[config.mk]
export PLATFORM = sky130hd
export DESIGN_NAME = proximity_sensitivity_mode_control_flat
export DESIGN_NICKNAME = d
export VERILOG_FILES = /design/src/rtl/core/psmc_pkg.sv /design/src/rtl/core/psmc_if.sv /design/src/rtl/core/psmc_core.sv /design/src/rtl/core/proximity_sensitivity_mode_control.sv /design/src/flat_wrapper.sv
export SDC_FILE = /design/constraint.sdc
export NUM_CORES = 1
export LEC_CHECK = 0
export ABC_AREA = 1
export BUFFER_PORTS_ARGS = -buffer_cell sky130_fd_sc_hd__buf_2
export CAP_MARGIN = 10
export CORE_AREA = 3 3 100 112
export DETAILED_ROUTE_END_ITERATION = 7
export DIE_AREA = 0 0 103 115
export PLACE_DENSITY = 0.72
export SLEW_MARGIN = 20
export SYNTH_ARGS = -nofsm -noshare
export SYNTH_HDL_FRONTEND = slang
export SYNTH_SLANG_ARGS = --single-unit
export TNS_END_PERCENT = 100
[constraint.sdc]
create_clock -name clk_i -period 3 [get_ports clk_i]
set_input_delay 0.3 -clock clk_i [delete_from_list [all_inputs] [get_ports clk_i]]
set_output_delay 0.3 -clock clk_i [all_outputs]
set_load 0.05 [all_outputs]
[src/rtl/core/psmc_pkg.sv]
`timescale 1ns / 1ps
// ----------------------------------------------------------------------------
// psmc_pkg
// Types and constants shared by the proximity sensitivity mode controller.
// ----------------------------------------------------------------------------
package psmc_pkg;

  localparam int unsigned CfgIdxW  = 2;
  localparam int unsigned CfgDataW = 8;

  localparam logic [7:0] DeltaSat  = 8'h7F;
  localparam logic [7:0] DriftHigh = 8'h3F;
  localparam logic [7:0] ReturnLow = 8'h50;
  localparam logic [7:0] DeltaIdleLo = 8'h00;
  localparam logic [7:0] DeltaIdleHi = 8'hFF;
  localparam logic [7:0] CountMax  = 8'hFF;
  localparam logic [7:0] StatCh2   = 8'h02;
  localparam logic [7:0] StatCh6   = 8'h20;
  localparam logic [7:0] StatBoth  = 8'h22;

  typedef enum logic [0:0] {
    OP_ALERT = 1'b0,
    OP_CHECK = 1'b1
  } op_e;

  typedef enum logic [CfgIdxW-1:0] {
    CFG_SENSOR_ENABLE    = 2'd0,
    CFG_ACCUMULATE_LIMIT = 2'd1,
    CFG_DRIFT_LOW_CH2    = 2'd2,
    CFG_DRIFT_LOW_CH6    = 2'd3
  } cfg_idx_e;

  typedef struct packed {
    logic       sensor_enable;
    logic [7:0] accumulate_limit;
    logic [6:0] drift_low_ch2;
    logic [6:0] drift_low_ch6;
  } cfg_t;

  typedef struct packed {
    op_e        op;
    logic [7:0] status;
    logic [7:0] delta_two;
    logic [7:0] delta_six;
  } item_t;

  typedef struct packed {
    logic object_near;
    logic wood_mode;
    logic enter_wood;
    logic leave_wood;
    logic recalibrate;
  } result_t;

endpackage

[src/rtl/core/psmc_if.sv]
`timescale 1ns / 1ps
// ----------------------------------------------------------------------------
// psmc_in_if / psmc_out_if
// Valid/ready channels for sensor samples and controller results.
// ----------------------------------------------------------------------------
interface psmc_in_if;
  logic       valid;
  logic       ready;
  logic [0:0] op;
  logic [7:0] status;
  logic [7:0] delta_two;
  logic [7:0] delta_six;

  modport source (output valid, output op, output status, output delta_two,
                  output delta_six, input ready);
  modport sink   (input valid, input op, input status, input delta_two,
                  input delta_six, output ready);
endinterface

interface psmc_out_if;
  logic valid;
  logic ready;
  logic object_near;
  logic wood_mode;
  logic enter_wood;
  logic leave_wood;
  logic recalibrate;

  modport source (output valid, output object_near, output wood_mode,
                  output enter_wood, output leave_wood, output recalibrate,
                  input ready);
  modport sink   (input valid, input object_near, input wood_mode,
                  input enter_wood, input leave_wood, input recalibrate,
                  output ready);
endinterface

[src/rtl/core/psmc_core.sv]
`timescale 1ns / 1ps
// ----------------------------------------------------------------------------
// psmc_core
// Mode state and per-sample evaluation: detect, wood mode, drift counters.
// ----------------------------------------------------------------------------
module psmc_core (
  input  logic             clk_i,
  input  logic             rst_ni,
  input  logic             step_i,
  input  psmc_pkg::item_t  item_i,
  input  psmc_pkg::cfg_t   cfg_i,
  output psmc_pkg::result_t result_o
);
  import psmc_pkg::*;

  logic       wood_q, wood_d;
  logic [1:0] ovf_q, ovf_d;
  logic [7:0] cnt2_q, cnt2_d;
  logic [7:0] cnt6_q, cnt6_d;
  logic       det_q, det_d;

  logic       t2, t6, o2, o6;
  logic       drift2, drift6, idle, back;
  logic [7:0] cnt2_b, cnt6_b;
  logic       enter, leave, recal;

  always_comb begin
    t2 = (item_i.status == StatCh2) || (item_i.status == StatBoth);
    t6 = (item_i.status == StatCh6) || (item_i.status == StatBoth);
    o2 = t2 && (item_i.delta_two == DeltaSat);
    o6 = t6 && (item_i.delta_six == DeltaSat);

    drift2 = (item_i.delta_two >= {1'b0, cfg_i.drift_low_ch2}) &&
             (item_i.delta_two <= DriftHigh);
    drift6 = (item_i.delta_six >= {1'b0, cfg_i.drift_low_ch6}) &&
             (item_i.delta_six <= DriftHigh);
    cnt2_b = (drift2 && cnt2_q != CountMax) ? cnt2_q + 8'd1 : cnt2_q;
    cnt6_b = (drift6 && cnt6_q != CountMax) ? cnt6_q + 8'd1 : cnt6_q;

    idle = ((item_i.delta_two == DeltaIdleLo) || (item_i.delta_two == DeltaIdleHi)) &&
           ((item_i.delta_six == DeltaIdleLo) || (item_i.delta_six == DeltaIdleHi));
    back = (ovf_q[0] && item_i.delta_two > ReturnLow && item_i.delta_two <= DeltaSat) ||
           (ovf_q[1] && item_i.delta_six > ReturnLow && item_i.delta_six <= DeltaSat);

    wood_d = wood_q;
    ovf_d  = ovf_q;
    cnt2_d = cnt2_q;
    cnt6_d = cnt6_q;
    det_d  = det_q;
    enter  = 1'b0;
    leave  = 1'b0;
    recal  = 1'b0;

    if (cfg_i.sensor_enable) begin
      if (item_i.op == OP_ALERT && !wood_q) begin
        det_d = t2 || t6;
        if (o2 || o6) begin
          enter  = 1'b1;
          wood_d = 1'b1;
          ovf_d  = {t6, t2};
          cnt2_d = '0;
          cnt6_d = '0;
        end else if (cnt2_b >= cfg_i.accumulate_limit ||
                     cnt6_b >= cfg_i.accumulate_limit) begin
          recal  = 1'b1;
          cnt2_d = '0;
          cnt6_d = '0;
        end else begin
          cnt2_d = cnt2_b;
          cnt6_d = cnt6_b;
        end
      end else if (item_i.op == OP_CHECK && wood_q) begin
        if (idle || back) begin
          leave  = 1'b1;
          wood_d = 1'b0;
        end
      end
    end

    result_o.object_near = cfg_i.sensor_enable & det_d;
    result_o.wood_mode   = wood_d;
    result_o.enter_wood  = enter;
    result_o.leave_wood  = leave;
    result_o.recalibrate = recal;
  end

  always_ff @(posedge clk_i or negedge rst_ni) begin
    if (!rst_ni) begin
      wood_q <= 1'b0;
      ovf_q  <= '0;
      cnt2_q <= '0;
      cnt6_q <= '0;
      det_q  <= 1'b0;
    end else if (step_i) begin
      wood_q <= wood_d;
      ovf_q  <= ovf_d;
      cnt2_q <= cnt2_d;
      cnt6_q <= cnt6_d;
      det_q  <= det_d;
    end
  end

endmodule

[src/rtl/core/proximity_sensitivity_mode_control.sv]
`timescale 1ns / 1ps
// ----------------------------------------------------------------------------
// proximity_sensitivity_mode_control
// Mode controller for a two-channel capacitive proximity sensor.
//
// Samples arrive on in_ch: op selects an alert sample or a periodic check
// tick, with the status byte and the channel two and six delta counts. Each
// transaction yields exactly one result on out_ch: object-detect flag, wood
// mode flag and the enter, leave and recalibrate pulses.
// The path from input transaction to result transaction is one input
// register, then the evaluation logic into the result register.
// Throughput is one transaction per cycle while out_ch is not stalled; the
// mode state updates as a sample moves from the input register into the
// result register. A stalled receiver holds the result register; one further
// sample waits in the input register, after which in_ch.ready drops.
// Reset clears the mode state, drift counters and both pipeline stages and
// loads the register defaults: enabled, limit 10, drift lows 8 and 10.
// Registers are written through cfg_we_i/cfg_idx_i/cfg_wdata_i; the user
// must do so only while idle, which the block itself does not enforce.
// ----------------------------------------------------------------------------
module proximity_sensitivity_mode_control (
  input  logic                          clk_i,
  input  logic                          rst_ni,
  input  logic                          cfg_we_i,
  input  logic [psmc_pkg::CfgIdxW-1:0]  cfg_idx_i,
  input  logic [psmc_pkg::CfgDataW-1:0] cfg_wdata_i,
  psmc_in_if.sink                       in_ch,
  psmc_out_if.source                    out_ch
);
  import psmc_pkg::*;

  cfg_t    cfg_q;
  item_t   item_q;
  logic    s1_valid_q;
  result_t res_q, res_d;
  logic    out_valid_q;
  logic    out_adv, s1_adv, in_fire;

  assign out_adv  = !out_valid_q || out_ch.ready;
  assign s1_adv   = s1_valid_q && out_adv;
  assign in_ch.ready = !s1_valid_q || out_adv;
  assign in_fire  = in_ch.valid && in_ch.ready;

  always_ff @(posedge clk_i or negedge rst_ni) begin
    if (!rst_ni) begin
      cfg_q.sensor_enable    <= 1'b1;
      cfg_q.accumulate_limit <= 8'd10;
      cfg_q.drift_low_ch2    <= 7'd8;
      cfg_q.drift_low_ch6    <= 7'd10;
    end else if (cfg_we_i) begin
      case (cfg_idx_e'(cfg_idx_i))
        CFG_SENSOR_ENABLE:    cfg_q.sensor_enable    <= cfg_wdata_i[0];
        CFG_ACCUMULATE_LIMIT: cfg_q.accumulate_limit <= cfg_wdata_i;
        CFG_DRIFT_LOW_CH2:    cfg_q.drift_low_ch2    <= cfg_wdata_i[6:0];
        CFG_DRIFT_LOW_CH6:    cfg_q.drift_low_ch6    <= cfg_wdata_i[6:0];
        default: ;
      endcase
    end
  end

  always_ff @(posedge clk_i or negedge rst_ni) begin
    if (!rst_ni) begin
      s1_valid_q  <= 1'b0;
      out_valid_q <= 1'b0;
    end else begin
      if (in_ch.ready) begin
        s1_valid_q <= in_ch.valid;
      end
      if (out_adv) begin
        out_valid_q <= s1_valid_q;
      end
    end
  end

  always_ff @(posedge clk_i) begin
    if (in_fire) begin
      item_q.op        <= op_e'(in_ch.op);
      item_q.status    <= in_ch.status;
      item_q.delta_two <= in_ch.delta_two;
      item_q.delta_six <= in_ch.delta_six;
    end
    if (s1_adv) begin
      res_q <= res_d;
    end
  end

  psmc_core u_core (
    .clk_i    (clk_i),
    .rst_ni   (rst_ni),
    .step_i   (s1_adv),
    .item_i   (item_q),
    .cfg_i    (cfg_q),
    .result_o (res_d)
  );

  assign out_ch.valid       = out_valid_q;
  assign out_ch.object_near = res_q.object_near;
  assign out_ch.wood_mode   = res_q.wood_mode;
  assign out_ch.enter_wood  = res_q.enter_wood;
  assign out_ch.leave_wood  = res_q.leave_wood;
  assign out_ch.recalibrate = res_q.recalibrate;

  a_enter_sets_wood: assert property (@(posedge clk_i) disable iff (!rst_ni)
    out_ch.valid && out_ch.enter_wood |-> out_ch.wood_mode)
    else $error("enter pulse without wood mode");

  a_leave_clears_wood: assert property (@(posedge clk_i) disable iff (!rst_ni)
    out_ch.valid && out_ch.leave_wood |-> !out_ch.wood_mode)
    else $error("leave pulse with wood mode still set");

  a_pulses_exclusive: assert property (@(posedge clk_i) disable iff (!rst_ni)
    out_ch.valid |-> $onehot0({out_ch.enter_wood, out_ch.leave_wood, out_ch.recalibrate}))
    else $error("more than one mode pulse in one result");

  a_stage_moves: assert property (@(posedge clk_i) disable iff (!rst_ni)
    s1_valid_q && out_adv |=> out_valid_q)
    else $error("advanced sample did not reach result register");

endmodule
[src/flat_wrapper.sv]
// flat-port wrapper written by rule: the top's interface ports become plain ports
module proximity_sensitivity_mode_control_flat import psmc_pkg::*;
  (clk_i, rst_ni, cfg_we_i, cfg_idx_i, cfg_wdata_i, in_ch_valid, in_ch_op, in_ch_status, in_ch_delta_two, in_ch_delta_six, in_ch_ready, out_ch_valid, out_ch_object_near, out_ch_wood_mode, out_ch_enter_wood, out_ch_leave_wood, out_ch_recalibrate, out_ch_ready);
  psmc_in_if in_ch_i ();
  psmc_out_if out_ch_i ();
  input  logic clk_i;
  input  logic rst_ni;
  input  logic cfg_we_i;
  input  logic [psmc_pkg::CfgIdxW-1:0] cfg_idx_i;
  input  logic [psmc_pkg::CfgDataW-1:0] cfg_wdata_i;
  input wire logic [$bits(in_ch_i.valid)-1:0] in_ch_valid;
  input wire logic [$bits(in_ch_i.op)-1:0] in_ch_op;
  input wire logic [$bits(in_ch_i.status)-1:0] in_ch_status;
  input wire logic [$bits(in_ch_i.delta_two)-1:0] in_ch_delta_two;
  input wire logic [$bits(in_ch_i.delta_six)-1:0] in_ch_delta_six;
  output wire logic [$bits(in_ch_i.ready)-1:0] in_ch_ready;
  output wire logic [$bits(out_ch_i.valid)-1:0] out_ch_valid;
  output wire logic [$bits(out_ch_i.object_near)-1:0] out_ch_object_near;
  output wire logic [$bits(out_ch_i.wood_mode)-1:0] out_ch_wood_mode;
  output wire logic [$bits(out_ch_i.enter_wood)-1:0] out_ch_enter_wood;
  output wire logic [$bits(out_ch_i.leave_wood)-1:0] out_ch_leave_wood;
  output wire logic [$bits(out_ch_i.recalibrate)-1:0] out_ch_recalibrate;
  input wire logic [$bits(out_ch_i.ready)-1:0] out_ch_ready;
  assign in_ch_i.valid = in_ch_valid;
  assign in_ch_i.op = in_ch_op;
  assign in_ch_i.status = in_ch_status;
  assign in_ch_i.delta_two = in_ch_delta_two;
  assign in_ch_i.delta_six = in_ch_delta_six;
  assign in_ch_ready = in_ch_i.ready;
  assign out_ch_valid = out_ch_i.valid;
  assign out_ch_object_near = out_ch_i.object_near;
  assign out_ch_wood_mode = out_ch_i.wood_mode;
  assign out_ch_enter_wood = out_ch_i.enter_wood;
  assign out_ch_leave_wood = out_ch_i.leave_wood;
  assign out_ch_recalibrate = out_ch_i.recalibrate;
  assign out_ch_i.ready = out_ch_ready;
  proximity_sensitivity_mode_control u_core (.clk_i(clk_i), .rst_ni(rst_ni), .cfg_we_i(cfg_we_i), .cfg_idx_i(cfg_idx_i), .cfg_wdata_i(cfg_wdata_i), .in_ch(in_ch_i), .out_ch(out_ch_i));
endmodule
## Word level (Yosys, flattened, before mapping)

Index checks and enable logic that the tools add are counted.

- Register bits: 75
- Bits of input ports: 40
- Output and inout bits: 7
- Word-level logic and storage cells: 106

- Add/subtract/negate cells: 2
- Order comparisons: 10
- Equal/unequal tests: 12
- Muxes and demuxes: 16
- Bitwise operators: 5
- Reduce and logical (&&, ||, !) cells: 41

Operators by type and width:

| kind | count |
|---|---|
| 8-bit 2-to-1 mux | 6 |
| 8-bit by 1-bit adder with 8-bit output, second input constant | 2 |
| 8-bit by 6-bit == test with 1-bit output, second input constant | 2 |
| 8-bit by 7-bit == test with 1-bit output, second input constant | 2 |
| 8-bit == test, second input constant | 2 |
| 8-bit by 7-bit greater-or-equal comparator with 1-bit output | 2 |
| 8-bit greater-or-equal comparator | 2 |
| 8-bit by 7-bit > comparator with 1-bit output, second input constant | 2 |
| 8-bit by 6-bit less-or-equal comparator with 1-bit output, second input constant | 2 |
| 8-bit by 7-bit less-or-equal comparator with 1-bit output, second input constant | 2 |
| 8-bit logical NOT | 2 |
| 8-bit != test, second input constant | 2 |
| 1-bit logical AND | 15 |
| 1-bit logical OR | 11 |
| 1-bit 2-to-1 mux | 10 |
| 2-bit AND reduction | 5 |
| 8-bit by 2-bit == test with 1-bit output, second input constant | 1 |
| 3-bit OR reduction | 2 |
| 2-bit == test, second input constant | 2 |
| 1-bit NOT | 4 |
| 4-bit AND reduction | 1 |
| 1-bit logical NOT | 3 |
| 3-bit AND reduction | 1 |
| 2-bit by 1-bit == test with 1-bit output, second input constant | 1 |
| other kinds (2) | 2 |

## Longest topological paths before layout

- Depth after elaboration: 9
- Gate-level depth with buffers: 25

## Hierarchy

A second synthesis with hierarchy kept.

- Cells, all modules: 583
- Area, all modules: 4704.5 µm²

By module, submodules not included:

| module | instances | cells each | area each (µm²) | sequential area each (µm²) |
|---|---|---|---|---|
| psmc_core | 1 | 436 | 2675.1 | 500.5 |
| proximity_sensitivity_mode_control | 1 | 147 | 2029.4 | 1534.0 |

## Least setup slack after synthesis

OpenSTA, ideal clock, no wires.

- Path kind: register to register
- Start point: register u_core.cfg_q[10] (netlist bit)
- End point: register u_core.res_q (netlist bit u_core.out_ch.recalibrate) (data pin)
- Library setup time: 259 ps
- Data arrival time: 2664 ps
- Data required time: 2741 ps
- Path slack: 77 ps
- Stages on the path, launching flop included: 19
- Cells stage by stage: dfstp_2 -> inv_1 -> ha_1 -> nand2_1 -> nor2_1 -> nor2_1 -> nand2_1 -> nand2_1 -> nand2_1 -> nand3_1 -> nand2_1 -> inv_1 -> ha_1 -> a21o_1 -> nor2_1 -> nand3_1 -> nor2_2 -> buf_6 -> nor3_1

- Cells in the longest elaborated chain, start to end: 7

Ends and longest elaborated chain:

| item | RTL line | source |
|---|---|---|
| from (decl) | proximity_sensitivity_mode_control.sv:32 | `cfg_t cfg_q;` |
| 8-bit by 7-bit greater-or-equal comparator with 1-bit output | psmc_core.sv:33 | `drift2 = (item_i.delta_two >= {1'b0, cfg_i.drift_low_ch2}) &&` |
| 1-bit logical AND | psmc_core.sv:33 |  |
| 1-bit logical AND | psmc_core.sv:37 | `cnt2_b = (drift2 && cnt2_q != CountMax) ? cnt2_q + 8'd1 : cnt2_q;` |
| 8-bit 2-to-1 mux | psmc_core.sv:37 |  |
| 8-bit greater-or-equal comparator | psmc_core.sv:63 | `end else if (cnt2_b >= cfg_i.accumulate_limit \|\|` |
| 1-bit logical OR | psmc_core.sv:63 |  |
| 1-bit 2-to-1 mux | psmc_core.sv:63 |  |
| to (signal assigned) | proximity_sensitivity_mode_control.sv:83 | `res_q <= res_d;` |
| to (decl) | proximity_sensitivity_mode_control.sv:35 | `result_t res_q, res_d;` |

No other way between the ends.
A chain may end at the register's enable or synchronous reset.

## Final worst setup path

- Start point: register u_core.item_q[5] (netlist bit)
- End point: register u_core.res_q (netlist bit u_core.out_ch.recalibrate) (data pin)

- Cells in the longest elaborated chain, start to end: 7
- Elaborated cells between the ends (all ways): 12
- Classes of those cells: 3 x order compare; 1 x eq/ne; 2 x mux; 6 x reduce/logical

Ends and longest elaborated chain:

| item | RTL line | source |
|---|---|---|
| from (decl) | proximity_sensitivity_mode_control.sv:33 | `item_t item_q;` |
| 8-bit by 7-bit greater-or-equal comparator with 1-bit output or 8-bit by 6-bit less-or-equal comparator with 1-bit output (tied branches) | psmc_core.sv:35, psmc_core.sv:36 |  |
| 1-bit logical AND | psmc_core.sv:35 | `drift6 = (item_i.delta_six >= {1'b0, cfg_i.drift_low_ch6}) &&` |
| 1-bit logical AND | psmc_core.sv:38 | `cnt6_b = (drift6 && cnt6_q != CountMax) ? cnt6_q + 8'd1 : cnt6_q;` |
| 8-bit 2-to-1 mux | psmc_core.sv:38 |  |
| 8-bit greater-or-equal comparator | psmc_core.sv:64 | `cnt6_b >= cfg_i.accumulate_limit) begin` |
| 1-bit logical OR | psmc_core.sv:63 |  |
| 1-bit 2-to-1 mux | psmc_core.sv:63 |  |

Several ways; a longest one is shown, not always the timed one.

==> metrics.txt <==
Power Density between 700 and 800 nW/um^2; Mean Syn Cell Area about 8.1 sq um; largest net degree at the start of global routing 46; Critical Path Fanout Max 5; CTS tree yes; DRC 0; CP endpoint kind flop; Mapped Cells roughly 550; Hold/Removal Path Class input pin to async pin; worst stage delay on the critical path between 0.4 and 0.5 ns; final hold slack -0.0489 ns; Setup CP Type flop to flop; Layout fillers 875; Root Buffer clkbuf_16; total grt overflow 0; Critical Path Most Common Cell nand2_1; max cap viols 0; Die Area about 12,000 sq um; WL/cell roughly 15 um; Rows 39; failing checks hold timing; core region area about 10,000 sq um; vias per cell between 5 and 6; Critical Path RT approximately 3.1 ns; Worst Max-Slew Pin Slew between 0.8 and 0.9 ns; R2R Setup Slk around 0.055 ns; Yosys cell types 30; Final Util 56.8%; Reg clk slew, reported paths around 0.06 ns; initial antenna violation count 0; first-pass GRT wire length around 18 mm; WL final 11.1 mm; Ant. Diodes 0; drt first-iter violations 158; Die Wd between 100 and 150 um; Hold-fix buffers, CTS 0; worst-case clock buffer depth 2; Clk Latency, worst-skew pair between 0.3 and 0.4 ns; Port Buffer Count 46; synthesized net count 620; gpl congestion approximately 0.81; Via Count around 3,800; vias in the first global route ~3,800; crit path DAT roughly 3.0 ns; fin. max-slew vios 0; Area Growth Syn to Fin 30.7%; fraction of layout cells with a size suffix above 1 about a third; slowest cell on the critical path edfxtp_1; Cell Area, Synth roughly 4500 sq um; Leak Pwr between 2 and 3 nW; Rel. slew slack between 40% and 50%; fin crit period 2.95 ns; total global-route track usage between 10% and 20%; period utilization 98.2%; WP depth 18; First-pass DRT Iterations 4; Ports 47; CP bufs+invs 2; Worst Reg-to-Reg Cells 18; total power ~4.3 mW; status complete, but fails checks; Setup WS post-layout 0.0548 ns; fin nets roughly 690; peak supply drop 0.568 mV; Starting Density 43.5%; final setup fails 0; RSZ-0062 raised after global routing yes; Clock Skews 0.00645 ns; Max Fclk around 340 MHz; Final ANT Viol Nets 0; Setup crit start kind flop; flops & latches, synth 75; Die H between 100 and 150 um; # clock sinks 75; CP cell instances ha_1 -> nand2_1 -> nor3_2 -> nand2_4 -> nand2_8 -> buf_6 -> nand3_2 -> nand2_2 -> ha_4 -> nand2_1 -> nand2_1 -> nand2_1 -> nand2_1 -> nand2_1 -> nand3_2 -> nor2_4 -> buf_12 -> nor3_2; total CTS buffers 9; Final TNS setup 0 ns; Yosys warnings 0; pre-CTS WS -0.0199 ns; Top delay family on crit path simple AND/OR/NAND/NOR gates; reg-to-reg critical path startpoint u_core.item_q[5]; sequential fraction of the synthesis area 45.7%; final hold viol count 39; dpl hpwl 7.23 mm; Worst Setup SP u_core.item_q[5]; Reg-to-Reg End u_core.out_ch.recalibrate; H-Tree Depth 3
==> per-stage QoR <==
step | instance area, sq um | instances
final | 5820 | 744
after global routing | 5820 | 744
after CTS | 5520 | 738
after detailed placement | 4840 | 714
after global placement | 4840 | 714
after floorplan | 4450 | 548
==> power by group <==
group | total [mW] | internal, mW | switching, mW
logic | 1.73 | 0.725 | 1.01
clock network | 1.18 | 0.751 | 0.434
registers | 1.42 | 1.26 | 0.157
total | 4.33 | 2.73 | 1.60
==> cell type report <==
cell class	instances	area [sq um]	share of cell area, %
multi-input cells	367	2490	42.9
inverters	99	372	6.39
well taps	123	154	2.65
clock buffers	10	239	4.11
flip-flops and latches	75	2030	35.0
clock inverters	6	87.6	1.51
repair buffers	64	437	7.51
==> layer usage <==
metal  vias to the layer above  share of wire, %  wire length [um]  global-route usage, %
li1                       1890                 -                 -                      -
met1                      1808                41              4510                   22.5
met2                       101                52              5800                   32.8
met3                        35               3.8               418                   3.52
met4                         0               3.7               416                   9.67
met5                         -                 0                 0                      0
==> worst max path at each step <==
stage / slack (ns) / to
after global placement: 0.03 / u_core.out_ch.recalibrate
after CTS: -0.007 / u_core.u_core.cnt2_q[6]
after floorplan: 0.08 / u_core.out_ch.recalibrate
final: 0.05 / u_core.out_ch.recalibrate
after detailed placement: -0.02 / u_core.out_ch.recalibrate
after global routing: -0.09 / u_core.u_core.cnt6_q[4]
==> placed cells by master, fill, tap and decap left out, types with 2 or more instances in the layout <==
cell type,count
nand2_1,135
a21oi_1,5
o21ai_0,26
buf_4,12
nor2_1,25
inv_1,83
nand3_2,12
bufinv_16,2
xor2_1,7
nand4_1,21
o21a_1,2
nor3_2,3
clkinvlp_4,2
nand2_2,27
buf_2,45
nand3_1,26
dfrtp_1,39
buf_12,3
inv_2,16
o22ai_1,2
ha_1,16
a21oi_2,2
ha_4,16
buf_6,3
nor2_4,6
nand2_8,3
clkbuf_16,9
edfxtp_1,30
dfstp_2,6
nand2_4,17
a21o_1,2
nor2_2,6
==> timing repair <==
item                       CTS  global route
setup endpoints to repair    3            17
pin swaps                   37            46
resized for setup           47            69
gates cloned                 4             0
setup buffers                4             8
==> sequential cells by signal, summed over array words and instances, names as in the netlist, 2 cells and up <==
| register | flops |
|---|---|
| u_core.cfg_q | 23 |
| u_core.u_core.cnt2_q | 8 |
| u_core.u_core.cnt6_q | 8 |
| u_core.u_core.ovf_q | 2 |
| u_core.item_q | 25 |
==> synthesized netlist by cell type (all sizes together) <==
master	number	share of area, %
nor2	38	4.0
nand3	38	4.5
o21ai	26	2.9
nor3b	1	0.17
inv	99	8.3
clkbuf	3	0.25
edfxtp	30	20
dfrtp	39	22
nand3b	1	0.17
o21a	4	0.67
o211a	1	0.22
xor2	7	1.4
or3	1	0.14
nor3	4	0.45
dfstp	6	3.5
a21oi	7	0.79
buf	5	1.1
o22ai	2	0.28
nand4	21	3.0
nand2	181	17
ha	32	9.0
a21o	2	0.34
==> logic make-up (layout without fill, tap and decap cells) <==
group | after synthesis | count (layout) | share of synthesized area, %
DFF | 75 | 75 | 45.7
buffers and inverters | 107 | 179 | 9.72
and+or+nand+nor | 285 | 286 | 29.0
xor gates and xnor gates | 7 | 7 | 1.38
AOI/OAI and AO/OA | 42 | 42 | 5.23
adders and majority gates | 32 | 32 | 8.99
==> worst reg2reg max path, delay by kind of cell (launching register included) <==
family        cells  cell delay [ns]
flops             1             0.46
simple gates     14             1.40
fa+ha+maj         2             0.59
buf+inv           2             0.27
Power figures use the tool's default switching activity.
